$ cat src/rtl/core/assert_macros.svh
// Assertion helpers shared by the cache RTL.
`ifndef ASSERT_MACROS_SVH
`define ASSERT_MACROS_SVH

// Plain invariant, checked every clock outside reset.
`define FAC_ASSERT(lbl, clk, rstn, prop, msg) \
    lbl: assert property (@(posedge clk) disable iff (!rstn) (prop)) else $error(msg);

// Same-cycle implication.
`define FAC_ASSERT_IMP(lbl, clk, rstn, ante, cons, msg) \
    lbl: assert property (@(posedge clk) disable iff (!rstn) (ante) |-> (cons)) else $error(msg);

// Next-cycle implication.
`define FAC_ASSERT_NXT(lbl, clk, rstn, ante, cons, msg) \
    lbl: assert property (@(posedge clk) disable iff (!rstn) (ante) |=> (cons)) else $error(msg);

`endif

$ cat src/rtl/core/fac_pkg.sv
`timescale 1ns / 1ps
// ----------------------------------------------------------------------------
// fac_pkg
// Shared constants, codes and types of the fully associative cache.
// ----------------------------------------------------------------------------
package fac_pkg;

    localparam int LINE_BYTES = 64;
    localparam int ENTRIES    = 16;
    localparam int CPU_PORTS  = 4;
    localparam int ADDR_BITS  = 32;

    localparam int BEATS      = LINE_BYTES / 8;
    localparam int OFF_BITS   = $clog2(LINE_BYTES);
    localparam int BEAT_BITS  = $clog2(BEATS);
    localparam int SLOT_BITS  = $clog2(ENTRIES);
    localparam int CNT_BITS   = $clog2(ENTRIES + 1);
    localparam int TAG_BITS   = ADDR_BITS - OFF_BITS;
    localparam int RAM_DEPTH  = ENTRIES * BEATS;
    localparam int RAM_AW     = SLOT_BITS + BEAT_BITS;
    localparam int LFSR_BITS  = 16;
    localparam int DIV_CNT_BITS = $clog2(LFSR_BITS);
    localparam int QDEPTH     = 2;
    localparam int QPTR_BITS  = $clog2(QDEPTH);
    localparam int PADDR_BITS = 3;

    localparam logic [LFSR_BITS-1:0] LFSR_TAPS = 16'hB400;
    localparam logic [4:0]           CAPACITY_RESET = 5'd16;
    localparam logic [15:0]          SEED_RESET = 16'd1;

    typedef enum logic [1:0] {
        CMD_READ  = 2'd0,
        CMD_WRITE = 2'd1,
        CMD_FILL  = 2'd2,
        CMD_BAD   = 2'd3
    } cmd_t;

    typedef enum logic [2:0] {
        KIND_RDATA = 3'd0,
        KIND_WACK  = 3'd1,
        KIND_LREQ  = 3'd2,
        KIND_WB    = 3'd3,
        KIND_BUSY  = 3'd4,
        KIND_ERR   = 3'd5
    } kind_t;

    typedef enum logic [1:0] {
        CLS_ACCESS,
        CLS_FILL,
        CLS_BADCMD
    } cls_t;

    typedef enum logic {
        REG_CAPACITY = 1'b0,
        REG_SEED     = 1'b1
    } reg_idx_t;

    typedef struct packed {
        cls_t                 cls;
        logic                 is_write;
        logic                 bad;
        logic [1:0]           port;
        logic [ADDR_BITS-1:0] addr;
        logic [3:0]           nbytes;
        logic [63:0]          wdata;
        logic [63:0]          fdata;
    } item_t;

    typedef struct packed {
        logic [4:0]  capacity;
        logic        seed_load;
        logic [15:0] seed;
    } cfg_t;

endpackage

$ cat src/rtl/core/fac_front.sv
`timescale 1ns / 1ps
`include "assert_macros.svh"
// ----------------------------------------------------------------------------
// fac_front
// Accepts input words, classifies them and queues them for the back end.
// ----------------------------------------------------------------------------
module fac_front (
    input  logic                          aclk,
    input  logic                          aresetn,
    input  logic                          s_valid,
    output logic                          s_ready,
    input  logic [1:0]                    s_cmd,
    input  logic [1:0]                    s_port_in,
    input  logic [fac_pkg::ADDR_BITS-1:0] s_access_addr,
    input  logic [3:0]                    s_access_bytes,
    input  logic [63:0]                   s_write_data,
    input  logic [63:0]                   s_fill_data,
    output fac_pkg::item_t                head,
    output logic                          head_valid,
    input  logic                          pop
);

    fac_pkg::item_t                 item_in;
    fac_pkg::item_t                 q_reg [fac_pkg::QDEPTH];
    logic [fac_pkg::QPTR_BITS-1:0]  wr_ptr_reg;
    logic [fac_pkg::QPTR_BITS-1:0]  rd_ptr_reg;
    logic [fac_pkg::QPTR_BITS:0]    count_reg;
    logic                           push;
    logic [fac_pkg::OFF_BITS:0]     end_byte;
    logic                           span_bad;
    logic                           port_bad;

    // end offset of the access, one past its last byte
    assign end_byte = (fac_pkg::OFF_BITS+1)'(s_access_addr[fac_pkg::OFF_BITS-1:0])
                    + (fac_pkg::OFF_BITS+1)'(s_access_bytes);
    assign span_bad = end_byte > (fac_pkg::OFF_BITS+1)'(fac_pkg::LINE_BYTES);
    assign port_bad = {1'b0, s_port_in} >= 3'(fac_pkg::CPU_PORTS);

    always_comb begin
        item_in.is_write = 1'b0;
        unique case (fac_pkg::cmd_t'(s_cmd))
            fac_pkg::CMD_READ:  item_in.cls = fac_pkg::CLS_ACCESS;
            fac_pkg::CMD_WRITE: begin
                item_in.cls      = fac_pkg::CLS_ACCESS;
                item_in.is_write = 1'b1;
            end
            fac_pkg::CMD_FILL:  item_in.cls = fac_pkg::CLS_FILL;
            fac_pkg::CMD_BAD:   item_in.cls = fac_pkg::CLS_BADCMD;
            default:            item_in.cls = fac_pkg::CLS_BADCMD;
        endcase
        item_in.bad    = (s_access_bytes == 4'd0) || (s_access_bytes > 4'd8)
                       || span_bad || port_bad;
        item_in.port   = s_port_in;
        item_in.addr   = s_access_addr;
        item_in.nbytes = s_access_bytes;
        item_in.wdata  = s_write_data;
        item_in.fdata  = s_fill_data;
    end

    assign s_ready    = count_reg != (fac_pkg::QPTR_BITS+1)'(fac_pkg::QDEPTH);
    assign push       = s_valid && s_ready;
    assign head_valid = count_reg != '0;
    assign head       = q_reg[rd_ptr_reg];

    always_ff @(posedge aclk) begin
        if (!aresetn) begin
            wr_ptr_reg <= '0;
            rd_ptr_reg <= '0;
            count_reg  <= '0;
        end else begin
            if (push) begin
                q_reg[wr_ptr_reg] <= item_in;
                wr_ptr_reg        <= wr_ptr_reg + 1'b1;
            end
            if (pop) begin
                rd_ptr_reg <= rd_ptr_reg + 1'b1;
            end
            if (push && !pop) begin
                count_reg <= count_reg + 1'b1;
            end else if (pop && !push) begin
                count_reg <= count_reg - 1'b1;
            end
        end
    end

    `FAC_ASSERT(a_q_bound, aclk, aresetn, count_reg <= (fac_pkg::QPTR_BITS+1)'(fac_pkg::QDEPTH), "queue overfilled")
    `FAC_ASSERT_IMP(a_pop_nonempty, aclk, aresetn, pop, count_reg != '0, "pop from empty queue")
    `FAC_ASSERT_NXT(a_push_count, aclk, aresetn, push && !pop, count_reg == $past(count_reg) + 1'b1, "queue count lost a push")

endmodule

$ cat config.mk
export PLATFORM = sky130hd
export DESIGN_NAME = fac_front
export DESIGN_NICKNAME = d
export VERILOG_FILES = /design/src/rtl/core/fac_pkg.sv /design/src/rtl/core/fac_front.sv
export VERILOG_INCLUDE_DIRS = /design/src /design/src/rtl/core
export SDC_FILE = /design/constraint.sdc
export NUM_CORES = 1
export LEC_CHECK = 0
export BUFFER_PORTS_ARGS = -buffer_cell sky130_fd_sc_hd__buf_2
export CORE_MARGIN = 2
export CORE_UTILIZATION = 50
export CTS_CLUSTER_SIZE = 40
export DETAILED_ROUTE_END_ITERATION = 8
export HOLD_SLACK_MARGIN = 0.1
export PLACE_DENSITY = 0.83
export RECOVER_POWER = 25
export SYNTH_ARGS = -nofsm -noshare
export SYNTH_HDL_FRONTEND = slang
export SYNTH_SLANG_ARGS = --single-unit
$ cat constraint.sdc
create_clock -name aclk -period 12.3 [get_ports aclk]
set_input_delay 2.46 -clock aclk [delete_from_list [all_inputs] [get_ports aclk]]
set_output_delay 2.46 -clock aclk [all_outputs]
set_load 0.02 [all_outputs]
Word level (Yosys, flattened, before mapping)

Memory sizes are Yosys's and may differ from the RTL's. A register that Yosys moved wholly into a read port is not among the register bits.
Cells that the tools add are included.

Divide/modulo/power cells: 0
$lt $le $gt $ge: 2
Bitwise logic cells: 0
Equality and inequality tests: 4
Add/subtract/negate cells: 5
Multipliers: 0
Reduce and logical (&&, ||, !) cells: 12
Multiplexer cells: 9
Shifts and indexed selects: 0

Operators with widths:

| operator              | count |
|---|---|
| $add A6 B4 Y7         | 1 |
| $gt A7 B7 Y1 const B  | 1 |
| $mux W1               | 6 |
| $pmux W2 S3           | 1 |
| $eq A2 B2 Y1 const B  | 2 |
| $gt A4 B4 Y1 const B  | 1 |
| $logic_not A4 Y1      | 1 |
| $mux W2               | 2 |
| $reduce_bool A2 Y1    | 2 |
| $logic_and A1 B1 Y1   | 3 |
| $add A1 B1 Y1 const B | 2 |
| $add A2 B1 Y2 const B | 1 |
| $eq A2 B1 Y1 const B  | 1 |
| $logic_not A1 Y1      | 2 |
| $logic_not A2 Y1      | 1 |
| $logic_or A1 B1 Y1    | 2 |
| $ne A2 B2 Y1 const B  | 1 |
| $reduce_or A2 Y1      | 1 |
| $sub A2 B1 Y2 const B | 1 |

RAM bits: 340
Latch bits: 0
Output and inout port bits: 172
Register bits after elaboration: 4
Word-level logic and storage cells: 36
Bits in read-only memories: 0
Memories kept: 1
Input bits: 172

Memory list:

| name  | words | width | rd ports | clocked after memory_dff | write ports | line            | source |
|---|---|---|---|---|---|---|---|
| q_reg | 2     | 170   | 1        | 1                        | 1           | fac_front.sv:24 | `fac_pkg::item_t q_reg [fac_pkg::QDEPTH];` |

Logic depth before layout (Yosys ltp)

Gate-level depths: netlist (run 1).

Depth in word-level cells: 6
Gate-level depth with buffers: 7

Least setup slack after synthesis (run 1)

Ideal clock, no wire load.

Kind: in2reg
From: input s_valid
To: memory q_reg[0][0] in the netlist's numbering (enable)
Required time: 11.593 ns
Stages on the path: 3
Path buffers: 0
Setup time: 0.707 ns
Data arrival time: 9.786 ns
Setup slack: 1.806 ns
Cells stage by stage: and2_4 nand2_1 nor2_1

Word-level cells in the longest chain between the ends: 4

Ends and longest elaborated chain:

| element                       | line            | source |
|---|---|---|
| start, declared               | fac_front.sv:10 | `input logic s_valid,` |
| $logic_and A1 B1 Y1           | fac_front.sv:61 | `assign push = s_valid && s_ready;` |
| $mux W1                       | fac_front.sv:71 | `if (push) begin` |
| $mux W1                       | fac_front.sv:66 | `if (!aresetn) begin` |
| $mux W1 (not written as such) | fac_front.sv:72 | `q_reg[wr_ptr_reg] <= item_in;` |
| end, declared                 | fac_front.sv:24 |  |

No other way between the ends.

==> impl_metrics.toml, run 1 <==
[outcome]
outcome = "finished, final reports clean"

[finish]
largest_reg_flops = 340
n_fill_cell = 1810
fin_util_pct = 62.27
syn2layout_area_growth_pct = 23.23
fin_nets = 1124
drive_gt1_share_pct = 54.40
final_common_cell = "edfxtp_1"
final_cell_mix = "edfxtp_1 (340), buf_2 (296), mux2_4 (100)"

[cts]
post_cts_buffers = 0
cts_root_buf = "clkbuf_16"
clk_pin_slew_ns = 0.06
ctsHoldBuffers = 0
cts_sinks = 345
clk_latency_ns = 0.50
cts_buffer_depth = 3
numCtsBuffers = 35
cts_resized = 0
htreeDepth = 2
cts_tree = "yes"

[synthesis]
syn_avg_cell_area_um2 = 22.65
mappedNetlistNets = 756
netlist_area_um2 = 13090
ys_seq_area_share_pct = 78.74
ys_warn_count = 0
synthDistinctLibCells = 29
synthCells = 578
synth-seq-cells = 345

[critical_path]
slowest_stage = "buf_4"
r2r_end = "q_reg[0][155]"
cp_slowest_stage_delay_ns = 0.90
cp_max_fo = 65
r2r_slack_ns = 9.65
cp.required_ns = 9.84
r2r-start = "count_reg[0]"
crit_chain = "buf_4, mux2_2, buf_2"
critical_path_class = "flip-flop to output port"
arrival_ns = 2.82
reg2reg_depth = 6
cp-end-kind = "output port"
cp-start-kind = "flip-flop"

[global_route]
grt_antenna_before_repair = 2
grt_pass1_wl_mm = 38.11
gr-usage-all-layers_pct = 17.65
grt_start_max_net_pins = 77
grt_pass1_vias = 6893
grt.overflow.total = 0

[drt]
routed_wl_mm = 25.16
viasPerCell = 5.119
drc_errors = 0
drt_iter0_drc = 518
post_drt_wl_per_cell_um = 19.28
antenna_left = 0
vias = 6680
dr.pass1.iters = 6

[floorplan]
fp.dieH_um = 165.8
rows = 59
dieArea_um2 = 27500
pin_count = 344
core_um2 = 25910
start_util_pct = 50.53
die_x_um = 165.8

[pwr]
powerDensity_nw_per_um2 = 171.0
p_leak_nw = 6.084
peakVddDrop_v = 0.0001376

[sta]
rsz0062_at_grt = "false"
period_needed_ns = 5.282
setup_viol = 0
slew_headroom_pct = 26.01
fin_skew_ns = 0.009239
tightestPinTransition_ns = 1.110
fin_crit_sh_pct = 42.94
whs_ns = 0.5553
slew_violations = 0
max_freq_mhz = 189.3
finalSetupTns_ns = 0
hold_violations = 0

[placed_design]
io_buffer_count = 343
routabilityCongestion = 0.7928
hpwl_mm = 16.59

[hold_path]
whs_path_depth = 2
hp-start = "count_reg[1]"
hold_path_class = "flip-flop to flip-flop"
hold_end = "count_reg[1]"

[job]
drv_cap = 0
Yosys cell counts:
library cell,instances,area [um2]
nand2_1,1,3.750
ha_1,5,62.56
fa_1,1,20.02
and3_1,1,6.260
nor2_1,2,7.510
nor3_1,1,5.000
nand2b_1,1,6.260
xnor2_1,2,17.52
edfxtp_1,340,10210
and2_4,1,8.760
dfxtp_1,5,100.1
or2_2,1,6.260
or3b_1,1,8.760
o21a_1,1,7.510
or3_1,1,6.260
o211ai_1,1,7.510
mux2_2,70,788.3
a21boi_0,1,7.510
buf_2,7,35.03
inv_1,4,15.01
nand4b_1,1,8.760
a211oi_1,1,7.510
nor2b_1,4,25.02
mux2_4,100,1501
o21ai_0,3,15.01
and2_1,5,31.28
xor2_1,4,35.03
a21oi_1,1,5.000
buf_6,12,135.1
cell type report:
type	count	area (um2)	area share [%]
Timing Repair Buffer	350	1710	10.60
Tap cell	335	419.2	2.598
Multi-Input combinational cell	210	2611	16.18
Clock buffer	44	952.2	5.901
Clock inverter	14	106.4	0.6591
Sequential cell	345	10310	63.92
Inverter	4	15.01	0.09305
Antenna cell	3	7.507	0.04653
where the power goes:
group / switching, W / leakage (nW) / internal [W]
Clock: 0.000409 / 0.511 / 0.000569
Combinational: 0.000215 / 2.42 / 0.000158
Sequential: 0.0000261 / 3.16 / 0.00138
metal layers:
| layer | global-route usage [%] | part of all wire [%] | up-vias |
|---|---|---|---|
| li1 | - | - | 3030 |
| met1 | 21.36 | 38 | 3299 |
| met2 | 30.31 | 51 | 291 |
| met3 | 4.933 | 8.0 | 60 |
| met4 | 6.654 | 3.3 | 0 |
| met5 | 0 | 0 | - |
critical path, delay by kind of cell, from the launching register on:
kind | cells | cell delay [ns]
buf+inv | 2 | 1.07
flops | 1 | 0.76
mux | 1 | 0.43
logic make-up (layout without fill, tap and decap cells):
family,count (synthesis),after routing,share of synthesized area (%)
AO/OA/AOI/OAI,8,8,0.3822
XOR/XNOR,6,6,0.4013
adder cells (fa/ha/maj),6,6,0.6307
buffers and inverters,23,412,1.414
flip-flops,345,345,78.74
multiplexers,170,170,17.49
other,0,3,0
AND/OR/NAND/NOR,20,20,0.9461
stage by stage:
stage	instances	worst slack, ns	power [W]	instance area [um2]
final	1305	7.018	0.002760	16140
after global routing	1303	6.833	0.002861	16130
after CTS	1302	6.925	0.002794	16190
after detailed placement	1244	7.467	0.001811	15130
after global placement	1244	7.499	0.001800	15130
after floorplan	578	1.806	0.001700	13090
worst max path at each step:
stage	end	slack, ns	depth (start not counted)	start
2_1_floorplan	q_reg[0][0]	1.81	3	s_valid
3_3_place_gp	head[46]	7.50	3	flip-flop
3_5_place_dp	head[20]	7.47	3	flip-flop
4_1_cts	head[19]	6.92	3	flip-flop
5_1_grt	head[20]	6.83	3	flip-flop
6_report	head[19]	7.02	3	flip-flop
(Power assumes the default switching activity.)
==> run 2: changes to the inputs <==
--- a/config.mk
+++ b/config.mk
@@ -8,11 +8,11 @@
 export LEC_CHECK = 0
 export BUFFER_PORTS_ARGS = -buffer_cell sky130_fd_sc_hd__buf_2
 export CORE_MARGIN = 2
-export CORE_UTILIZATION = 50
+export CORE_UTILIZATION = 47
 export CTS_CLUSTER_SIZE = 40
 export DETAILED_ROUTE_END_ITERATION = 8
 export HOLD_SLACK_MARGIN = 0.1
-export PLACE_DENSITY = 0.83
+export PLACE_DENSITY = 0.82
 export RECOVER_POWER = 25
 export SYNTH_ARGS = -nofsm -noshare
 export SYNTH_HDL_FRONTEND = slang
==> constraint.sdc (replaced) <==
create_clock -name aclk -period 4.35 [get_ports aclk]
set_input_delay 0.87 -clock aclk [delete_from_list [all_inputs] [get_ports aclk]]
set_output_delay 0.87 -clock aclk [all_outputs]
set_load 0.02 [all_outputs]
==> run 2 against run 1 <==
Against the previous run:
- core utilization fell by 3.3 points
- largest power group unchanged
- power rose to 2.8 times the previous value
- highest routed layer is now met5
- flip-flop and latch count unchanged
- critical path depth stayed put
- clock-buffer cell count grew 1
- first-iteration DRC count fell by 23%
- worst hold slack worse by 0.024 ns
- routed wire length fell by 0.97%
- global-route usage decreased by 1.5 points
- via count shrank 1.0%
==> impl_metrics.toml, run 2 (same netlist as run 1, synthesis figures left out) <==
[hold_path]
hp-start = "count_reg[1]"
whs_path_depth = 2
hold_end = "count_reg[1]"
hold_path_class = "flip-flop to flip-flop"

[sta]
slew_violations = 0
setup_viol = 0
period_needed_ns = 3.177
fin_skew_ns = 0.02114
rsz0062_at_grt = "false"
tightestPinTransition_ns = 0.7036
whs_ns = 0.5308
fin_crit_sh_pct = 73.04
max_freq_mhz = 314.7
finalSetupTns_ns = 0
slew_headroom_pct = 53.10
hold_violations = 0

[finish]
n_fill_cell = 2080
fin_nets = 1129
fin_util_pct = 58.97
largest_reg_flops = 340
final_cell_mix = "edfxtp_1 (340), buf_2 (301), mux2_4 (100)"
final_common_cell = "edfxtp_1"
syn2layout_area_growth_pct = 24.43
ff_latch_area_um2 = 10310
drive_gt1_share_pct = 54.63
multiInputGateArea_um2 = 2611

[global_route]
grt_pass1_wl_mm = 36.12
grt_start_max_net_pins = 89
grt.overflow.total = 0
gr-usage-all-layers_pct = 16.15
grt_pass1_vias = 6788
grt_antenna_before_repair = 3

[critical_path]
cp.required_ns = 3.48
crit_chain = "buf_4, mux2_2, buf_2"
cp_slowest_stage_delay_ns = 0.80
r2r_end = "q_reg[1][117]"
reg2reg_depth = 4
cp-end-kind = "output port"
slowest_stage = "dfxtp_4"
cp_max_fo = 46
critical_path_class = "flip-flop to output port"
cp-start-kind = "flip-flop"
r2r_slack_ns = 2.23
r2r-start = "count_reg[0]"
arrival_ns = 2.31

[cts]
ctsHoldBuffers = 0
cts_tree = "yes"
cts_sinks = 345
cts_buffer_depth = 3
htreeDepth = 2
post_cts_buffers = 0
cts_resized = 0
numCtsBuffers = 35
clk_latency_ns = 0.50
clk_pin_slew_ns = 0.06
cts_root_buf = "clkbuf_16"

[drt]
highest_layer = "met5"
routed-wl-met3_mm = 2.133
viasPerCell = 4.885
drc_errors = 0
post_drt_wl_per_cell_um = 18.42
m1WireLength_mm = 9.421
drt_iter0_drc = 398
wl_met2_mm = 12.54
antenna_left = 0
vias = 6610
dr.pass1.iters = 5
routed_wl_mm = 24.92

[floorplan]
core_um2 = 27630
rows = 61
dieArea_um2 = 29210
die_x_um = 170.9
start_util_pct = 47.39
pin_count = 344
fp.dieH_um = 170.9

[pwr]
p_leak_nw = 6.143
powerDensity_nw_per_um2 = 480.1
peakVddDrop_v = 0.0003343

[job]
drv_cap = 0

[placed_design]
routabilityCongestion = 0.7641
io_buffer_count = 343
hpwl_mm = 16.84

[outcome]
outcome = "finished, final reports clean"
## run 2: layout make-up
| type | count | area share (%) |
|---|---|---|
| diodes | 3 | 0.04608 |
| clock buffers | 45 | 5.790 |
| clock inverters | 13 | 0.6911 |
| inverters | 4 | 0.09215 |
| multi-input cells | 210 | 16.03 |
| flip-flops and latches | 345 | 63.30 |
| well taps | 378 | 2.903 |
| repair buffers | 355 | 11.15 |
## run 2: where the power goes
group	internal, W	switching (W)
Clock	0.00164	0.00113
Sequential	0.00391	0.0000728
Combinational	0.000458	0.000616
## run 2: metrics by stage
| stage | instances | area (um2) | power, W | setup WS [ns] |
|---|---|---|---|---|
| after global routing | 1352 | 16290 | 0.008120 | 1.049 |
| after detailed placement | 1292 | 15280 | 0.005141 | 1.660 |
| after floorplan | 578 | 13100 | 0.004768 | 0.3337 |
| after global placement | 1292 | 15280 | 0.005105 | 1.686 |
| final | 1353 | 16290 | 0.007822 | 1.173 |
| after CTS | 1350 | 16340 | 0.007922 | 1.108 |
## run 2: how the worst max path moves through the flow
stage	end	slack (ns)	cells past startpoint
finish	head[22]	1.17	3
floorplan	q_reg[0][0]	0.33	3
global placement	head[40]	1.69	3
detailed placement	head[22]	1.66	3
CTS	head[22]	1.11	3
global route	head[22]	1.05	3
## run 2: critical path: cells and delay by family (launching register included)
family / cells / cell delay, ns
multiplexers: 1 / 0.38
buffers and inverters: 2 / 0.59
flip-flops: 1 / 0.80
## run 2: per-layer routing
metal | up-vias | GRT usage [%]
met1 | 3235 | 18.70
met3 | 61 | 5.228
met2 | 272 | 27.88
met5 | - | 0
li1 | 3040 | -
met4 | 2 | 6.485
==> run 3: changes to the inputs <==
==> constraint.sdc (replaced) <==
create_clock -name aclk -period 2.6 [get_ports aclk]
set_input_delay 0.52 -clock aclk [delete_from_list [all_inputs] [get_ports aclk]]
set_output_delay 0.52 -clock aclk [all_outputs]
set_load 0.02 [all_outputs]
==> run 3 against run 2 <==
Against the previous run:
- final cell count up 0.81%
- routed wire length down 2.5%
- register-to-register slack worse by 1.4 ns
==> impl_metrics.toml, run 3 (same netlist as run 1, synthesis figures left out) <==
[outcome]
outcome = "finished, final reports clean"

[sta]
fin_crit_sh_pct = 94.49
hold_violations = 0
setup_viol = 0
period_needed_ns = 2.457
tightestPinTransition_ns = 0.5282
rsz0062_at_grt = "false"
fin_skew_ns = 0.01042
max_freq_mhz = 407.0
slew_violations = 0
slew_headroom_pct = 64.79
finalSetupTns_ns = 0

[pwr]
p_int_w = 0.009952
p_total_w = 0.01298
peakVddDrop_v = 0.0006481
power.share.clock_pct = 34.5
p_switching_w = 0.003031
p_leak_nw = 6.221
p_comb_share_pct = 14.4
seq_power_share_pct = 51.1
swShare_pct = 23.34
powerDensity_nw_per_um2 = 789.5

[floorplan]
core_um2 = 27630
rows = 61
dieArea_um2 = 29210
pin_count = 344
start_util_pct = 47.39
fp.dieH_um = 170.9
die_x_um = 170.9

[drt]
drt_iter0_drc = 453
routed_wl_mm = 24.29
antenna_left = 0
vias = 6610
dr.pass1.iters = 4
viasPerCell = 4.846
post_drt_wl_per_cell_um = 17.81
drc_errors = 0

[critical_path]
cp_max_fo = 36
crit_buf_inv = 3
crit_chain = "buf_12, buf_12, mux2_2, buf_2"
cp.required_ns = 2.08
cp_common_cell = "buf_12"
cp-end-kind = "output port"
critical_path_class = "flip-flop to output port"
critical-path-top-delay-family = "buffers and inverters"
cp_slowest_stage_delay_ns = 0.44
cp-start-kind = "flip-flop"
arrival_ns = 1.94
slowest_stage = "dfxtp_4"

[cts]
post_cts_buffers = 0
cts_buffer_depth = 3
numCtsBuffers = 36
cts_sinks = 345
clk_latency_ns = 0.50
cts_root_buf = "clkbuf_16"
cts_resized = 0
cts_tree = "yes"
clk_pin_slew_ns = 0.06
ctsHoldBuffers = 0
htreeDepth = 2

[global_route]
gr-usage-all-layers_pct = 15.81
grt.overflow.total = 0
grt_pass1_wl_mm = 35.25
grt_start_max_net_pins = 87
grt_pass1_vias = 6816
grt_antenna_before_repair = 2

[placed_design]
routabilityCongestion = 0.7070
hpwl_mm = 16.70
io_buffer_count = 343

[hold_path]
hold_path_class = "input pin to flip-flop"

[finish]
drive_gt1_share_pct = 55.69
largest_reg_flops = 340
final_cell_mix = "edfxtp_1 (340), buf_2 (305), mux2_4 (100)"
fin_nets = 1141
fin_util_pct = 59.51
final_common_cell = "edfxtp_1"
syn2layout_area_growth_pct = 25.58

[job]
drv_cap = 0
-- run 3: final timing paths --
| path | slack, ns | endpoint | start | depth (start not counted) |
|---|---|---|---|---|
| max | 0.14 | head[22] | flip-flop | 4 |
| min | 0.20 | q_reg[0][60] | s_fill_data[60] | 1 |
| max reg2reg | 0.82 | q_reg[1][73] | count_reg[0] | 4 |
| min reg2reg | 0.55 | count_reg[1] | count_reg[1] | 2 |
-- run 3: layer usage --
layer | part of all wire (%) | track usage, % | vias up
li1 | - | - | 3070
met2 | 50 | 27.57 | 298
met1 | 38 | 18.01 | 3185
met3 | 8.9 | 4.904 | 57
met4 | 3.1 | 6.780 | 0
met5 | 0 | 0 | -
-- run 3: power by group through the flow --
stage,combinational [W],clock (W),sequential [W]
finish,0.00186,0.00448,0.00663
global route,0.00200,0.00481,0.00666
CTS,0.00190,0.00460,0.00664
detailed placement,0.00189,0,0.00675
global placement,0.00187,0,0.00673
floorplan,0.00124,0,0.00674
-- run 3: final cells by class --
type                    count  area, um2
repair buffers            366       1992
flip-flops and latches    345      10310
well taps                 378      473.0
inverters                   4      15.01
clock buffers              50      974.7
clock inverters             9      47.55
multi-input cells         210       2621
diodes                      2      5.005
fillers                  2066      11190
-- run 3: per-stage QoR --
stage	setup slack [ns]	instances	hold slack [ns]	instance area, um2
2_1_floorplan	-1.060	578	0.5074	13110
3_3_place_gp	0.6188	1303	0.5207	15460
3_5_place_dp	0.5670	1303	0.5455	15460
4_1_cts	0.1031	1362	0.1749	16490
5_1_grt	0.05772	1364	0.1766	16440
6_report	0.1433	1364	0.2043	16440
